## config.mk

```make
export PLATFORM = sky130hd
export DESIGN_NAME = frame_delta_row_parser_flat
export DESIGN_NICKNAME = d
export VERILOG_FILES = /design/src/rtl/fdrp_pkg.sv /design/src/rtl/fdrp_in_if.sv /design/src/rtl/fdrp_out_if.sv /design/src/rtl/frame_delta_row_parser.sv /design/src/rtl/fdrp_step.sv /design/src/flat_wrapper.sv
export SDC_FILE = /design/constraint.sdc
export NUM_CORES = 1
export LEC_CHECK = 0
export BUFFER_PORTS_ARGS = -buffer_cell sky130_fd_sc_hd__clkbuf_2
export CELL_PAD_IN_SITES_DETAIL_PLACEMENT = 0
export CELL_PAD_IN_SITES_GLOBAL_PLACEMENT = 1
export CORE_AREA = 5 5 256 158
export DETAILED_ROUTE_END_ITERATION = 7
export DIE_AREA = 0 0 261 163
export MAX_ROUTING_LAYER = met4
export PLACE_DENSITY = 0.88
export SYNTH_ARGS = -nofsm -noshare
export SYNTH_HDL_FRONTEND = slang
export SYNTH_HIERARCHICAL = 1
export SYNTH_SLANG_ARGS = --single-unit
```

## constraint.sdc

```tcl
create_clock -name clk_i -period 12.7 [get_ports clk_i]
set_input_delay 0 -clock clk_i [delete_from_list [all_inputs] [get_ports clk_i]]
set_output_delay 0 -clock clk_i [all_outputs]
set_load 0.1 [all_outputs]
```

## src/rtl/fdrp_pkg.sv

```systemverilog
package fdrp_pkg;

  localparam int unsigned PAL_IDX_W     = 3;
  localparam int unsigned COLOR_W       = 12;
  localparam int unsigned ROW_W         = 16;
  localparam int unsigned COUNT_W       = 9;
  localparam int unsigned BYTE_W        = 8;
  localparam int unsigned TRIPLE_LAST   = 2;
  localparam int unsigned REPEAT_BIAS   = 2;

  localparam int unsigned FL_REPEAT_BIT   = 0;
  localparam int unsigned FL_DUP_BIT      = 1;
  localparam int unsigned FL_NOCOMMON_BIT = 2;
  localparam int unsigned FL_INC_BIT      = 3;
  localparam int unsigned FL_COMPACT_BIT  = 4;

  localparam logic        KIND_PALETTE = 1'b0;
  localparam logic        KIND_RECORD  = 1'b1;

  typedef enum logic [6:0] {
    PH_PALETTE = 7'b0000001,
    PH_FLAGS   = 7'b0000010,
    PH_ROW_LO  = 7'b0000100,
    PH_ROW_HI  = 7'b0001000,
    PH_COMMON  = 7'b0010000,
    PH_LEN     = 7'b0100000,
    PH_REPEAT  = 7'b1000000
  } fdrp_phase_e;

  typedef struct packed {
    fdrp_phase_e          phase;
    logic [1:0]           pal_pos;
    logic [PAL_IDX_W-1:0] pal_idx;
    logic [BYTE_W-1:0]    partial;
    logic [BYTE_W-1:0]    flags;
    logic [ROW_W-1:0]     row;
    logic [BYTE_W-1:0]    row_lo;
    logic [BYTE_W-1:0]    common;
    logic [BYTE_W-1:0]    length;
  } fdrp_parse_t;

  typedef struct packed {
    logic                 kind;
    logic [PAL_IDX_W-1:0] palette_index;
    logic [COLOR_W-1:0]   color_rgb12;
    logic [ROW_W-1:0]     first_row;
    logic [COUNT_W-1:0]   row_count;
    logic                 row_step;
    logic [BYTE_W-1:0]    common_pixels;
    logic [BYTE_W-1:0]    row_length;
    logic [BYTE_W-1:0]    offset_stride;
  } fdrp_result_t;

endpackage

```

## src/rtl/fdrp_in_if.sv

```systemverilog
interface fdrp_in_if;
  logic       valid;
  logic       ready;
  logic [7:0] data_byte;
  logic       frame_start;
  logic       video_restart;

  modport source (output valid, data_byte, frame_start, video_restart, input ready);
  modport sink   (input valid, data_byte, frame_start, video_restart, output ready);
endinterface

```

## src/rtl/fdrp_out_if.sv

```systemverilog
interface fdrp_out_if #(
  parameter int unsigned OFFSET_BITS = 32
);
  logic                   valid;
  logic                   ready;
  logic                   kind;
  logic [2:0]             palette_index;
  logic [11:0]            color_rgb12;
  logic [15:0]            first_row;
  logic [8:0]             row_count;
  logic                   row_step;
  logic [7:0]             common_pixels;
  logic [7:0]             row_length;
  logic [OFFSET_BITS-1:0] source_offset;
  logic [7:0]             offset_stride;

  modport source (
    output valid, kind, palette_index, color_rgb12, first_row, row_count, row_step,
           common_pixels, row_length, source_offset, offset_stride,
    input  ready
  );
  modport sink (
    input  valid, kind, palette_index, color_rgb12, first_row, row_count, row_step,
           common_pixels, row_length, source_offset, offset_stride,
    output ready
  );
endinterface

```

## src/rtl/frame_delta_row_parser.sv

```systemverilog
// Channel | Dir | Payload                                                   | Handshake
// in_i    | in  | data_byte, frame_start, video_restart                     | valid/ready
// out_o   | out | kind, palette_index, color_rgb12, first_row, row_count,  | valid/ready
//         |     | row_step, common_pixels, row_length, source_offset,      |
//         |     | offset_stride                                             |
// One byte per cycle sustained while out_o is not stalled.
// The byte lands in an input register, then one pass of parser logic updates the
// state and loads the result register; the 9x8 repeat-length product sets the path.
// A byte that makes no result still waits for a free result register.
// rst_ni clears the input and result valid flags and puts the parser in palette phase.
// With out_o stalled, one byte is held in the input register and in_i.ready drops.
module frame_delta_row_parser #(
  parameter int unsigned PALETTE_ENTRIES = 8,
  parameter int unsigned OFFSET_BITS     = 32
) (
  input  logic            clk_i,
  input  logic            rst_ni,
  fdrp_in_if.sink         in_i,
  fdrp_out_if.source      out_o
);
  import fdrp_pkg::*;

  logic                   s1_valid_q;
  logic [7:0]             s1_byte_q;
  logic                   s1_fs_q;
  logic                   s1_vr_q;
  logic                   advance;

  fdrp_parse_t            parse_q;
  fdrp_parse_t            parse_d;
  logic [OFFSET_BITS-1:0] next_off_q;
  logic [OFFSET_BITS-1:0] next_off_d;
  logic [OFFSET_BITS-1:0] prev_off_q;
  logic [OFFSET_BITS-1:0] prev_off_d;

  logic                   step_emit;
  fdrp_result_t           step_res;
  logic [OFFSET_BITS-1:0] step_src;

  logic                   out_valid_q;
  logic                   out_valid_d;
  fdrp_result_t           res_q;
  logic [OFFSET_BITS-1:0] src_q;

  assign advance    = s1_valid_q && (!out_valid_q || out_o.ready);
  assign in_i.ready = !s1_valid_q || advance;

  always_ff @(posedge clk_i or negedge rst_ni) begin
    if (!rst_ni) begin
      s1_valid_q <= 1'b0;
    end else if (in_i.ready) begin
      s1_valid_q <= in_i.valid;
    end
  end

  always_ff @(posedge clk_i) begin
    if (in_i.valid && in_i.ready) begin
      s1_byte_q <= in_i.data_byte;
      s1_fs_q   <= in_i.frame_start;
      s1_vr_q   <= in_i.video_restart;
    end
  end

  fdrp_step #(
    .PALETTE_ENTRIES (PALETTE_ENTRIES),
    .OFFSET_BITS     (OFFSET_BITS)
  ) u_step (
    .parse_i         (parse_q),
    .next_off_i      (next_off_q),
    .prev_off_i      (prev_off_q),
    .data_byte_i     (s1_byte_q),
    .frame_start_i   (s1_fs_q),
    .video_restart_i (s1_vr_q),
    .parse_o         (parse_d),
    .next_off_o      (next_off_d),
    .prev_off_o      (prev_off_d),
    .emit_o          (step_emit),
    .result_o        (step_res),
    .source_offset_o (step_src)
  );

  always_ff @(posedge clk_i or negedge rst_ni) begin
    if (!rst_ni) begin
      parse_q       <= '0;
      parse_q.phase <= PH_PALETTE;
      parse_q.row   <= '1;
      next_off_q    <= '0;
      prev_off_q    <= '0;
    end else if (advance) begin
      parse_q    <= parse_d;
      next_off_q <= next_off_d;
      prev_off_q <= prev_off_d;
    end
  end

  always_comb begin
    out_valid_d = out_valid_q;
    if (advance) begin
      out_valid_d = step_emit;
    end else if (out_o.ready) begin
      out_valid_d = 1'b0;
    end
  end

  always_ff @(posedge clk_i or negedge rst_ni) begin
    if (!rst_ni) begin
      out_valid_q <= 1'b0;
    end else begin
      out_valid_q <= out_valid_d;
    end
  end

  always_ff @(posedge clk_i) begin
    if (advance && step_emit) begin
      res_q <= step_res;
      src_q <= step_src;
    end
  end

  assign out_o.valid         = out_valid_q;
  assign out_o.kind          = res_q.kind;
  assign out_o.palette_index = res_q.palette_index;
  assign out_o.color_rgb12   = res_q.color_rgb12;
  assign out_o.first_row     = res_q.first_row;
  assign out_o.row_count     = res_q.row_count;
  assign out_o.row_step      = res_q.row_step;
  assign out_o.common_pixels = res_q.common_pixels;
  assign out_o.row_length    = res_q.row_length;
  assign out_o.source_offset = src_q;
  assign out_o.offset_stride = res_q.offset_stride;

  a_frame_start_palette: assert property (@(posedge clk_i) disable iff (!rst_ni)
    advance && s1_fs_q |=> parse_q.phase == PH_PALETTE && parse_q.pal_pos == 2'd1)
    else $error("frame start did not restart palette parsing");

  a_restart_clears: assert property (@(posedge clk_i) disable iff (!rst_ni)
    advance && s1_vr_q && !(step_emit && step_res.kind == KIND_RECORD)
    |=> next_off_q == '0 && prev_off_q == '0)
    else $error("restart left running offsets set");

  a_hold_input: assert property (@(posedge clk_i) disable iff (!rst_ni)
    s1_valid_q && !advance |=> s1_valid_q && $stable(s1_byte_q))
    else $error("held input transaction lost");

  a_record_count: assert property (@(posedge clk_i) disable iff (!rst_ni)
    out_valid_q && out_o.kind == KIND_RECORD |-> out_o.row_count != '0)
    else $error("record result with zero repeat count");

  a_palette_fields: assert property (@(posedge clk_i) disable iff (!rst_ni)
    out_valid_q && out_o.kind == KIND_PALETTE
    |-> out_o.row_count == '0 && out_o.source_offset == '0 && out_o.first_row == '0)
    else $error("palette result carries record fields");

endmodule

```

## src/rtl/fdrp_step.sv

```systemverilog
module fdrp_step #(
  parameter int unsigned PALETTE_ENTRIES = 8,
  parameter int unsigned OFFSET_BITS     = 32
) (
  input  fdrp_pkg::fdrp_parse_t  parse_i,
  input  logic [OFFSET_BITS-1:0] next_off_i,
  input  logic [OFFSET_BITS-1:0] prev_off_i,
  input  logic [7:0]             data_byte_i,
  input  logic                   frame_start_i,
  input  logic                   video_restart_i,
  output fdrp_pkg::fdrp_parse_t  parse_o,
  output logic [OFFSET_BITS-1:0] next_off_o,
  output logic [OFFSET_BITS-1:0] prev_off_o,
  output logic                   emit_o,
  output fdrp_pkg::fdrp_result_t result_o,
  output logic [OFFSET_BITS-1:0] source_offset_o
);
  import fdrp_pkg::*;

  localparam int unsigned SUM_W = OFFSET_BITS + 17;
  localparam logic [PAL_IDX_W-1:0] LAST_IDX = PAL_IDX_W'(PALETTE_ENTRIES - 1);

  function automatic fdrp_phase_e after_phase(fdrp_phase_e ph, logic [7:0] fl);
    fdrp_phase_e r;
    r = PH_FLAGS;
    unique case (ph)
      PH_FLAGS: begin
        if (!fl[FL_INC_BIT])           r = PH_ROW_LO;
        else if (!fl[FL_NOCOMMON_BIT]) r = PH_COMMON;
        else if (!fl[FL_COMPACT_BIT])  r = PH_LEN;
        else if (fl[FL_REPEAT_BIT])    r = PH_REPEAT;
      end
      PH_ROW_LO: r = PH_ROW_HI;
      PH_ROW_HI: begin
        if (!fl[FL_NOCOMMON_BIT])      r = PH_COMMON;
        else if (!fl[FL_COMPACT_BIT])  r = PH_LEN;
        else if (fl[FL_REPEAT_BIT])    r = PH_REPEAT;
      end
      PH_COMMON: begin
        if (!fl[FL_COMPACT_BIT])       r = PH_LEN;
        else if (fl[FL_REPEAT_BIT])    r = PH_REPEAT;
      end
      PH_LEN: begin
        if (fl[FL_REPEAT_BIT])         r = PH_REPEAT;
      end
      default: r = PH_FLAGS;
    endcase
    return r;
  endfunction

  fdrp_parse_t            ps;
  logic [3:0]             nib;
  logic                   rec_done;
  logic [7:0]             rep;
  logic [COUNT_W-1:0]     cnt;
  logic [COUNT_W-1:0]     cnt_m1;
  logic [16:0]            prod_prev;
  logic [16:0]            prod_next;
  logic [OFFSET_BITS-1:0] src;
  logic [SUM_W-1:0]       sum_prev;
  logic [SUM_W-1:0]       sum_next;
  logic [SUM_W-1:0]       sum_dup;
  logic                   inc;
  logic                   dup;

  assign nib = data_byte_i[7:4];

  always_comb begin
    ps         = parse_i;
    next_off_o = next_off_i;
    prev_off_o = prev_off_i;
    emit_o     = 1'b0;
    result_o   = '0;
    rec_done   = 1'b0;
    rep        = '0;

    if (video_restart_i) begin
      next_off_o = '0;
      prev_off_o = '0;
    end
    if (frame_start_i) begin
      ps.phase   = PH_PALETTE;
      ps.pal_pos = '0;
      ps.pal_idx = '0;
      ps.partial = '0;
      ps.row     = '1;
    end

    unique case (ps.phase)
      PH_PALETTE: begin
        case (ps.pal_pos)
          2'd0:    ps.partial = {nib, 4'h0};
          2'd1:    ps.partial = ps.partial | {4'h0, nib};
          default: begin
            emit_o                 = 1'b1;
            result_o.kind          = KIND_PALETTE;
            result_o.palette_index = ps.pal_idx;
            result_o.color_rgb12   = {ps.partial, nib};
          end
        endcase
        if (ps.pal_pos == 2'(TRIPLE_LAST)) begin
          ps.pal_pos = '0;
          if (ps.pal_idx == LAST_IDX) begin
            ps.pal_idx = '0;
            ps.phase   = PH_FLAGS;
          end else begin
            ps.pal_idx = ps.pal_idx + PAL_IDX_W'(1);
          end
        end else begin
          ps.pal_pos = ps.pal_pos + 2'd1;
        end
      end
      PH_FLAGS: begin
        ps.flags  = data_byte_i;
        ps.common = '0;
        ps.length = data_byte_i[FL_COMPACT_BIT] ? 8'({data_byte_i[7:5]}) + 8'd1 : 8'd0;
        ps.phase  = after_phase(PH_FLAGS, data_byte_i);
        rec_done  = (ps.phase == PH_FLAGS);
      end
      PH_ROW_LO: begin
        ps.row_lo = data_byte_i;
        ps.phase  = after_phase(PH_ROW_LO, ps.flags);
      end
      PH_ROW_HI: begin
        ps.row   = {data_byte_i, ps.row_lo};
        ps.phase = after_phase(PH_ROW_HI, ps.flags);
        rec_done = (ps.phase == PH_FLAGS);
      end
      PH_COMMON: begin
        ps.common = data_byte_i;
        ps.phase  = after_phase(PH_COMMON, ps.flags);
        rec_done  = (ps.phase == PH_FLAGS);
      end
      PH_LEN: begin
        ps.length = data_byte_i;
        ps.phase  = after_phase(PH_LEN, ps.flags);
        rec_done  = (ps.phase == PH_FLAGS);
      end
      PH_REPEAT: begin
        rep      = data_byte_i;
        rec_done = 1'b1;
        ps.phase = PH_FLAGS;
      end
      default: ps.phase = PH_FLAGS;
    endcase

    inc       = ps.flags[FL_INC_BIT];
    dup       = ps.flags[FL_DUP_BIT];
    cnt       = ps.flags[FL_REPEAT_BIT] ? COUNT_W'(rep) + COUNT_W'(REPEAT_BIAS) : COUNT_W'(1);
    cnt_m1    = cnt - COUNT_W'(1);
    prod_prev = {8'h00, cnt_m1} * {9'h000, ps.length};
    prod_next = prod_prev + {9'h000, ps.length};
    src       = dup ? prev_off_o : next_off_o;
    sum_prev  = SUM_W'(src) + SUM_W'(prod_prev);
    sum_next  = SUM_W'(src) + SUM_W'(prod_next);
    sum_dup   = SUM_W'(src) + SUM_W'(ps.length);

    source_offset_o = '0;
    if (rec_done) begin
      emit_o                 = 1'b1;
      result_o.kind          = KIND_RECORD;
      result_o.first_row     = inc ? ps.row + ROW_W'(1) : ps.row;
      result_o.row_count     = cnt;
      result_o.row_step      = inc;
      result_o.common_pixels = ps.common;
      result_o.row_length    = ps.length;
      result_o.offset_stride = dup ? 8'd0 : ps.length;
      source_offset_o        = src;
      if (inc) begin
        ps.row = ps.row + ROW_W'(cnt);
      end
      if (dup) begin
        next_off_o = sum_dup[OFFSET_BITS-1:0];
      end else begin
        prev_off_o = sum_prev[OFFSET_BITS-1:0];
        next_off_o = sum_next[OFFSET_BITS-1:0];
      end
    end

    parse_o = ps;
  end

endmodule
```

## src/flat_wrapper.sv

```systemverilog
// flat-port wrapper written by rule: the top's interface ports become plain ports
module frame_delta_row_parser_flat import fdrp_pkg::*;
#(
  parameter int unsigned PALETTE_ENTRIES = 8,
  parameter int unsigned OFFSET_BITS     = 32
)
  (clk_i, rst_ni, in_i_valid, in_i_data_byte, in_i_frame_start, in_i_video_restart, in_i_ready, out_o_valid, out_o_kind, out_o_palette_index, out_o_color_rgb12, out_o_first_row, out_o_row_count, out_o_row_step, out_o_common_pixels, out_o_row_length, out_o_source_offset, out_o_offset_stride, out_o_ready);
  fdrp_in_if in_i_i ();
  fdrp_out_if #(.OFFSET_BITS(OFFSET_BITS)) out_o_i ();
  input  logic clk_i;
  input  logic rst_ni;
  input wire logic [$bits(in_i_i.valid)-1:0] in_i_valid;
  input wire logic [$bits(in_i_i.data_byte)-1:0] in_i_data_byte;
  input wire logic [$bits(in_i_i.frame_start)-1:0] in_i_frame_start;
  input wire logic [$bits(in_i_i.video_restart)-1:0] in_i_video_restart;
  output wire logic [$bits(in_i_i.ready)-1:0] in_i_ready;
  output wire logic [$bits(out_o_i.valid)-1:0] out_o_valid;
  output wire logic [$bits(out_o_i.kind)-1:0] out_o_kind;
  output wire logic [$bits(out_o_i.palette_index)-1:0] out_o_palette_index;
  output wire logic [$bits(out_o_i.color_rgb12)-1:0] out_o_color_rgb12;
  output wire logic [$bits(out_o_i.first_row)-1:0] out_o_first_row;
  output wire logic [$bits(out_o_i.row_count)-1:0] out_o_row_count;
  output wire logic [$bits(out_o_i.row_step)-1:0] out_o_row_step;
  output wire logic [$bits(out_o_i.common_pixels)-1:0] out_o_common_pixels;
  output wire logic [$bits(out_o_i.row_length)-1:0] out_o_row_length;
  output wire logic [$bits(out_o_i.source_offset)-1:0] out_o_source_offset;
  output wire logic [$bits(out_o_i.offset_stride)-1:0] out_o_offset_stride;
  input wire logic [$bits(out_o_i.ready)-1:0] out_o_ready;
  assign in_i_i.valid = in_i_valid;
  assign in_i_i.data_byte = in_i_data_byte;
  assign in_i_i.frame_start = in_i_frame_start;
  assign in_i_i.video_restart = in_i_video_restart;
  assign in_i_ready = in_i_i.ready;
  assign out_o_valid = out_o_i.valid;
  assign out_o_kind = out_o_i.kind;
  assign out_o_palette_index = out_o_i.palette_index;
  assign out_o_color_rgb12 = out_o_i.color_rgb12;
  assign out_o_first_row = out_o_i.first_row;
  assign out_o_row_count = out_o_i.row_count;
  assign out_o_row_step = out_o_i.row_step;
  assign out_o_common_pixels = out_o_i.common_pixels;
  assign out_o_row_length = out_o_i.row_length;
  assign out_o_source_offset = out_o_i.source_offset;
  assign out_o_offset_stride = out_o_i.offset_stride;
  assign out_o_i.ready = out_o_ready;
  frame_delta_row_parser #(.PALETTE_ENTRIES(PALETTE_ENTRIES), .OFFSET_BITS(OFFSET_BITS)) u_core (.clk_i(clk_i), .rst_ni(rst_ni), .in_i(in_i_i), .out_o(out_o_i));
endmodule
```

Word-level counts from Yosys, hierarchy flattened. Cells that the tools add are included.

Add/sub/neg operators: 11. Multiply operators: 1. Equal/unequal tests: 14. Mux-type cells: 44. Bitwise logic cells: 3. Reductions and logical operators: 14.

Operator list (number): $mux 32 (7); $mux 7 (13); $mux 16 (5); $add 32x17->32 (2); $pmux 8 s2 (3); $pmux 7 s6 (1); $eq 7x2->1 const B (5); $add 32x8->32 (1); $mux 20 (1); $add 17x8->17 (1); $mul 9x8->17 (1); $add 16x1->16 const B (1); $add 16x9->16 (1); $mux 13 (1); $add 8x2->9 const B (1); $mux 9 (1); $sub 9x1->9 const B (1); $mux 4 (2); $mux 8 (1); $or 8x4->8 (1); $eq 7x1->1 const B (1); $eq 7x3->1 const B (1); $eq 7x4->1 const B (1); $eq 7x5->1 const B (1); other kinds (21) (33).

Register bits after elaboration: 239. Input bits: 14. Output and inout bits: 100. Logic and storage cells: 114.

Depth between registers and ports, before layout.
Depth after elaboration: 11. Gate-level depth with buffers: 42. Depth with buffers taken out: 39.

By module. The synthesis kept the hierarchy.

Modules (own cells, without submodules): fdrp_step (times used 1, cells each 1527, area an instance 9710.6 µm², sequential area each 0.0 µm²); frame_delta_row_parser (times used 1, cells each 397, area an instance 8663.3 µm², sequential area each 6617.6 µm²).

Worst setup path after synthesis. OpenSTA, ideal clock, no wires.

Path kind: reg-to-reg. Start: reg u_core.s1_fs_q. End: reg u_core.next_off_q[24]. Setup time: 0.125 ns. Arrival time: 8.882 ns. Required time: 12.575 ns. Path slack: 3.693 ns. Stages on the path, launching flop included: 41. Buffers on the path: 3. Period minus slack after synthesis: 9.007 ns. Cell sequence: edfxtp_1 > nor3_2 > and4_1 > clkbuf_1 > nand2_1 > inv_1 > ha_1 > and3_1 > xnor2_1 > nor2_1 > nor3_1 > xnor2_1 > nor2_1 > fa_1 > fa_1 > fa_1 > inv_1 > fa_1 > (+5 left out) > or4b_2 > clkbuf_1 > nand2_1 > nor3_1 > xnor2_1 > nor2_1 > ha_1 > o21ai_0 > a21oi_1 > and3_1 > o311ai_0 > a31oi_1 > o21ai_0 > clkbuf_1 > nor3_1 > xor2_1 > a21oi_1 > mux2_4.

Word-level cells in the longest chain between the ends: 11. Elaborated cells on any way between the ends: 20. Classes of those cells: add/sub (5); mul (1); eq/ne (5); mux (9).

Ends and longest elaborated chain: from (decl) (line frame_delta_row_parser.sv:25) `logic s1_fs_q;`; from (signal assigned) (line frame_delta_row_parser.sv:59) `s1_fs_q <= in_i.frame_start;`; $mux 20 (*) (line fdrp_step.sv:81) `if (frame_start_i) begin`; $eq 7x7->1 (line fdrp_step.sv:89) `unique case (ps.phase)`; $mux 8 (line fdrp_step.sv:89); $add 8x2->9 (line fdrp_step.sv:149) `cnt = ps.flags[FL_REPEAT_BIT] ? COUNT_W'(rep) + COUNT_W'(REPEAT_BIAS) : COUNT_W'(1);`; $mux 9 (line fdrp_step.sv:149); $sub 9x1->9 (line fdrp_step.sv:150) `cnt_m1 = cnt - COUNT_W'(1);`; $mul 9x8->17 (line fdrp_step.sv:151) `prod_prev = {8'h00, cnt_m1} * {9'h000, ps.length};`; $add 17x8->17 (line fdrp_step.sv:152) `prod_next = prod_prev + {9'h000, ps.length};`; $add 32x17->32 (line fdrp_step.sv:155) `sum_next = SUM_W'(src) + SUM_W'(prod_next);`; $mux 32 (line fdrp_step.sv:172) `if (dup) begin`; $mux 32 (*) (line fdrp_step.sv:159) `if (rec_done) begin`; named net u_core.next_off_d[24] (line frame_delta_row_parser.sv:32) `logic [OFFSET_BITS-1:0] next_off_d;`; to (signal assigned) (line frame_delta_row_parser.sv:91) `next_off_q <= next_off_d;`; to (decl) (line frame_delta_row_parser.sv:31) `logic [OFFSET_BITS-1:0] next_off_q;`.

Mark *: on every way through the listed nets, which the timed path passes. The rest lies on a longest branch. A chain may end at the register's enable or synchronous reset.

==> summary.txt <==
Status
  – Run status: finished clean

Setup path
  – Length in cells of the worst reg-to-reg path: 36
  – Kind of capture point of the worst setup path: flip-flop
  – Worst path arrival time: 11.40 ns
  – Worst setup SP type: flip-flop
  – Slowest cell on crit path: mux2i_1
  – Internal reg-to-reg setup slack: 1.74 ns
  – Crit path from: u_core/parse_q[66]$_DFFE_PN0P_
  – Startpoint of the lowest-slack register-to-register path: u_core/parse_q[66]$_DFFE_PN0P_
  – Critical Path Max Stage Delay: 0.65 ns
  – Data required time at the worst endpoint: 13.14 ns
  – CP endpoint: u_core/next_off_q[18]$_DFFE_PN0P_
  – Worst reg2reg endpoint: u_core/next_off_q[18]$_DFFE_PN0P_
  – Top fanout value on the critical path: 18
  – Worst setup path class: flip-flop to flip-flop

Clocking
  – Cell at the root of the clock tree: clkbuf_16
  – Skew-Pair Late Insertion Delay: 0.57 ns
  – CTS max path bufs: 3
  – Clk sink count: 239
  – Post-CTS Setup Repair Bufs: 0
  – Number of H-tree levels: 1
  – CTS clock-pin slew for the worst setup and hold paths: 0.07 ns
  – Number of buffers created by CTS: 26
  – TritonCTS clock tree: done

STA
  – Number of failing setup endpoints in the final timing report: 0
  – Final TNS setup: 0 ns
  – Final setup skew: 0.0254 ns
  – Worst hold margin: 0.0859 ns
  – Min Clock Period, post-route: 10.96 ns
  – Slew Limit Headroom: 25.5%
  – Final Max Tran Viols: 0
  – Transition time of the tightest slew-check pin: 1.11 ns
  – Count of endpoints failing hold in the final timing report: 0
  – Fraction of the cycle the final worst path needs: 86.3%
  – Max Fclk: 0.0912 GHz
  – Setup slack after layout: 1.74 ns
  – Setup repair after global routing missed its margin: false

Place
  – Total half-perimeter wirelength after legalization and detailed placement: 36.1 mm
  – Final weighted congestion of routability-driven global placement: 0.989
  – Port buffer count: 113
  – Post-DP Area: 0.0191 mm²
  – Worst slack, placed: 2.08 ns

Global routing
  – Number of global-route vias before repair: 14200
  – Wire length of the first global-routing pass: 80.3 mm
  – Total grt overflow: 0
  – Antenna violations before repair: 0
  – Total global routing track utilization: 24.2%
  – Largest net degree at the start of global routing: 92

Logic synthesis
  – Net Count, Synth: 2063
  – Synthesis warning total: 6
  – Synth Area per Inst: 9.54 µm²
  – Cells after synthesis: 1910
  – Synthesized cell area: 0.0182 mm²

Cells and area
  – Layout cell share with drive strength beyond 1: 18.7%
  – Fill cell instance count of the final layout: 3417
  – NumNets Final: 2139
  – Final instance area: 0.0202 mm²
  – Area growth from synthesis to layout: 10.6%
  – Antenna diode instance count: 0

Floorplanning
  – Num ports: 114
  – Initial Utilization: 47.7%
  – Row count: 56
  – Die footprint: 0.0425 mm²
  – Die Y-Extent: 163 µm
  – Area of the core: 0.0382 mm²
  – Chip width: 261 µm

Flow run
  – Max-cap violations: 0

Hold path
  – Class of the tightest hold or removal check: primary input to asynchronous set/reset pin

Drt
  – Post-detailed-routing wire length: 50.9 mm
  – Routed length per placed instance: 20.1 µm
  – Via count of the routed design: 15000
  – First DRT Iteration DRCs: 1354
  – Drt first pass iters: 5
  – Remaining antenna violation count: 0
  – # DRC: 0
  – Vias per inst: 5.92
## metrics by stage
stage / utilization [%] / std cells
after global routing: 52.8 / 2528
after floorplan: - / 1910
final: 52.8 / 2528
after detailed placement: 50.0 / 2466
after global placement: 50.0 / 2466
after CTS: 52.8 / 2528
## final cells by class
| class | count | area (µm²) | share of cell area (%) |
|---|---|---|---|
| clock buffers | 36 | 761 | 3.77 |
| clock inverters | 12 | 144 | 0.714 |
| inverters | 106 | 405 | 2.01 |
| multi-input cells | 1459 | 10700 | 53.3 |
| flip-flops and latches | 239 | 6540 | 32.5 |
| well taps | 522 | 653 | 3.24 |
| repair buffers | 154 | 915 | 4.54 |
## placed cells by master, fill, tap and decap left out, types with 57 or more instances in the layout
master,instances
inv_1,104
ha_1,93
nand3_1,82
mux2_4,80
xnor2_1,58
a21oi_1,101
clkbuf_2,112
mux2_2,57
nor2_1,220
edfxtp_1,108
o21ai_0,118
nand2_1,144
dfrtp_1,114
## routing by layer
metal	vias up	part of all wire [%]	routed length (µm)	track usage [%]
met3	67	10	5080	5.81
li1	6885	-	-	-
met5	-	0	0	-
met4	0	1.7	878	4.39
met2	634	41	20800	32.9
met1	7375	48	24200	37.0
## how the worst min path moves through the flow
| stage | slack (ns) | startpoint | depth (start not counted) | to |
|---|---|---|---|---|
| after detailed placement | 0.11 | rst_ni | 1 | u_core/parse_q[16]$_DFFE_PN0P_ |
| after global routing | 0.14 | rst_ni | 2 | u_core/parse_q[14]$_DFFE_PN0P_ |
| after CTS | 0.1 | rst_ni | 2 | u_core/parse_q[16]$_DFFE_PN0P_ |
| after global placement | 0.10 | rst_ni | 1 | u_core/parse_q[12]$_DFFE_PN0P_ |
| final | 0.09 | rst_ni | 2 | u_core/parse_q[16]$_DFFE_PN0P_ |
| after floorplan | -0.30 | rst_ni | 0 | u_core/next_off_q[0]$_DFFE_PN0P_ |
## timing repair
action,4_1_cts,5_1_grt
endpoints found under the hold margin,84,0
hold buffers,14,0
endpoints found under the setup margin,0,0
resized for setup,0,0
## critical path, delay by kind of cell, from the launching register on
kind | cells | cell delay (ns)
compound gates | 9 | 2.37
simple gates | 9 | 2.16
fa+ha+maj | 8 | 3.17
mux | 2 | 0.95
xor+xnor | 3 | 0.98
buf+inv | 5 | 0.59
flops | 1 | 0.62
## sequential cells by signal, summed over array words and instances (netlist names), 3 cells and up
| register | flops |
|---|---|
| u_core/out_o.source_offset | 32 |
| u_core/prev_off_q | 32 |
| u_core/out_o.row_length | 8 |
| u_core/out_o.common_pixels | 8 |
| u_core/out_o.offset_stride | 8 |
| u_core/out_o.color_rgb12 | 12 |
| u_core/out_o.first_row | 16 |
| u_core/out_o.row_count | 9 |
| u_core/s1_byte_q | 8 |
| u_core/parse_q | 65 |
| u_core/out_o.palette_index | 3 |
| u_core/next_off_q | 32 |
Power is left out: the tool's default activity adds up to more than one toggle a clock period on the data nets, which glitch-free logic cannot reach.
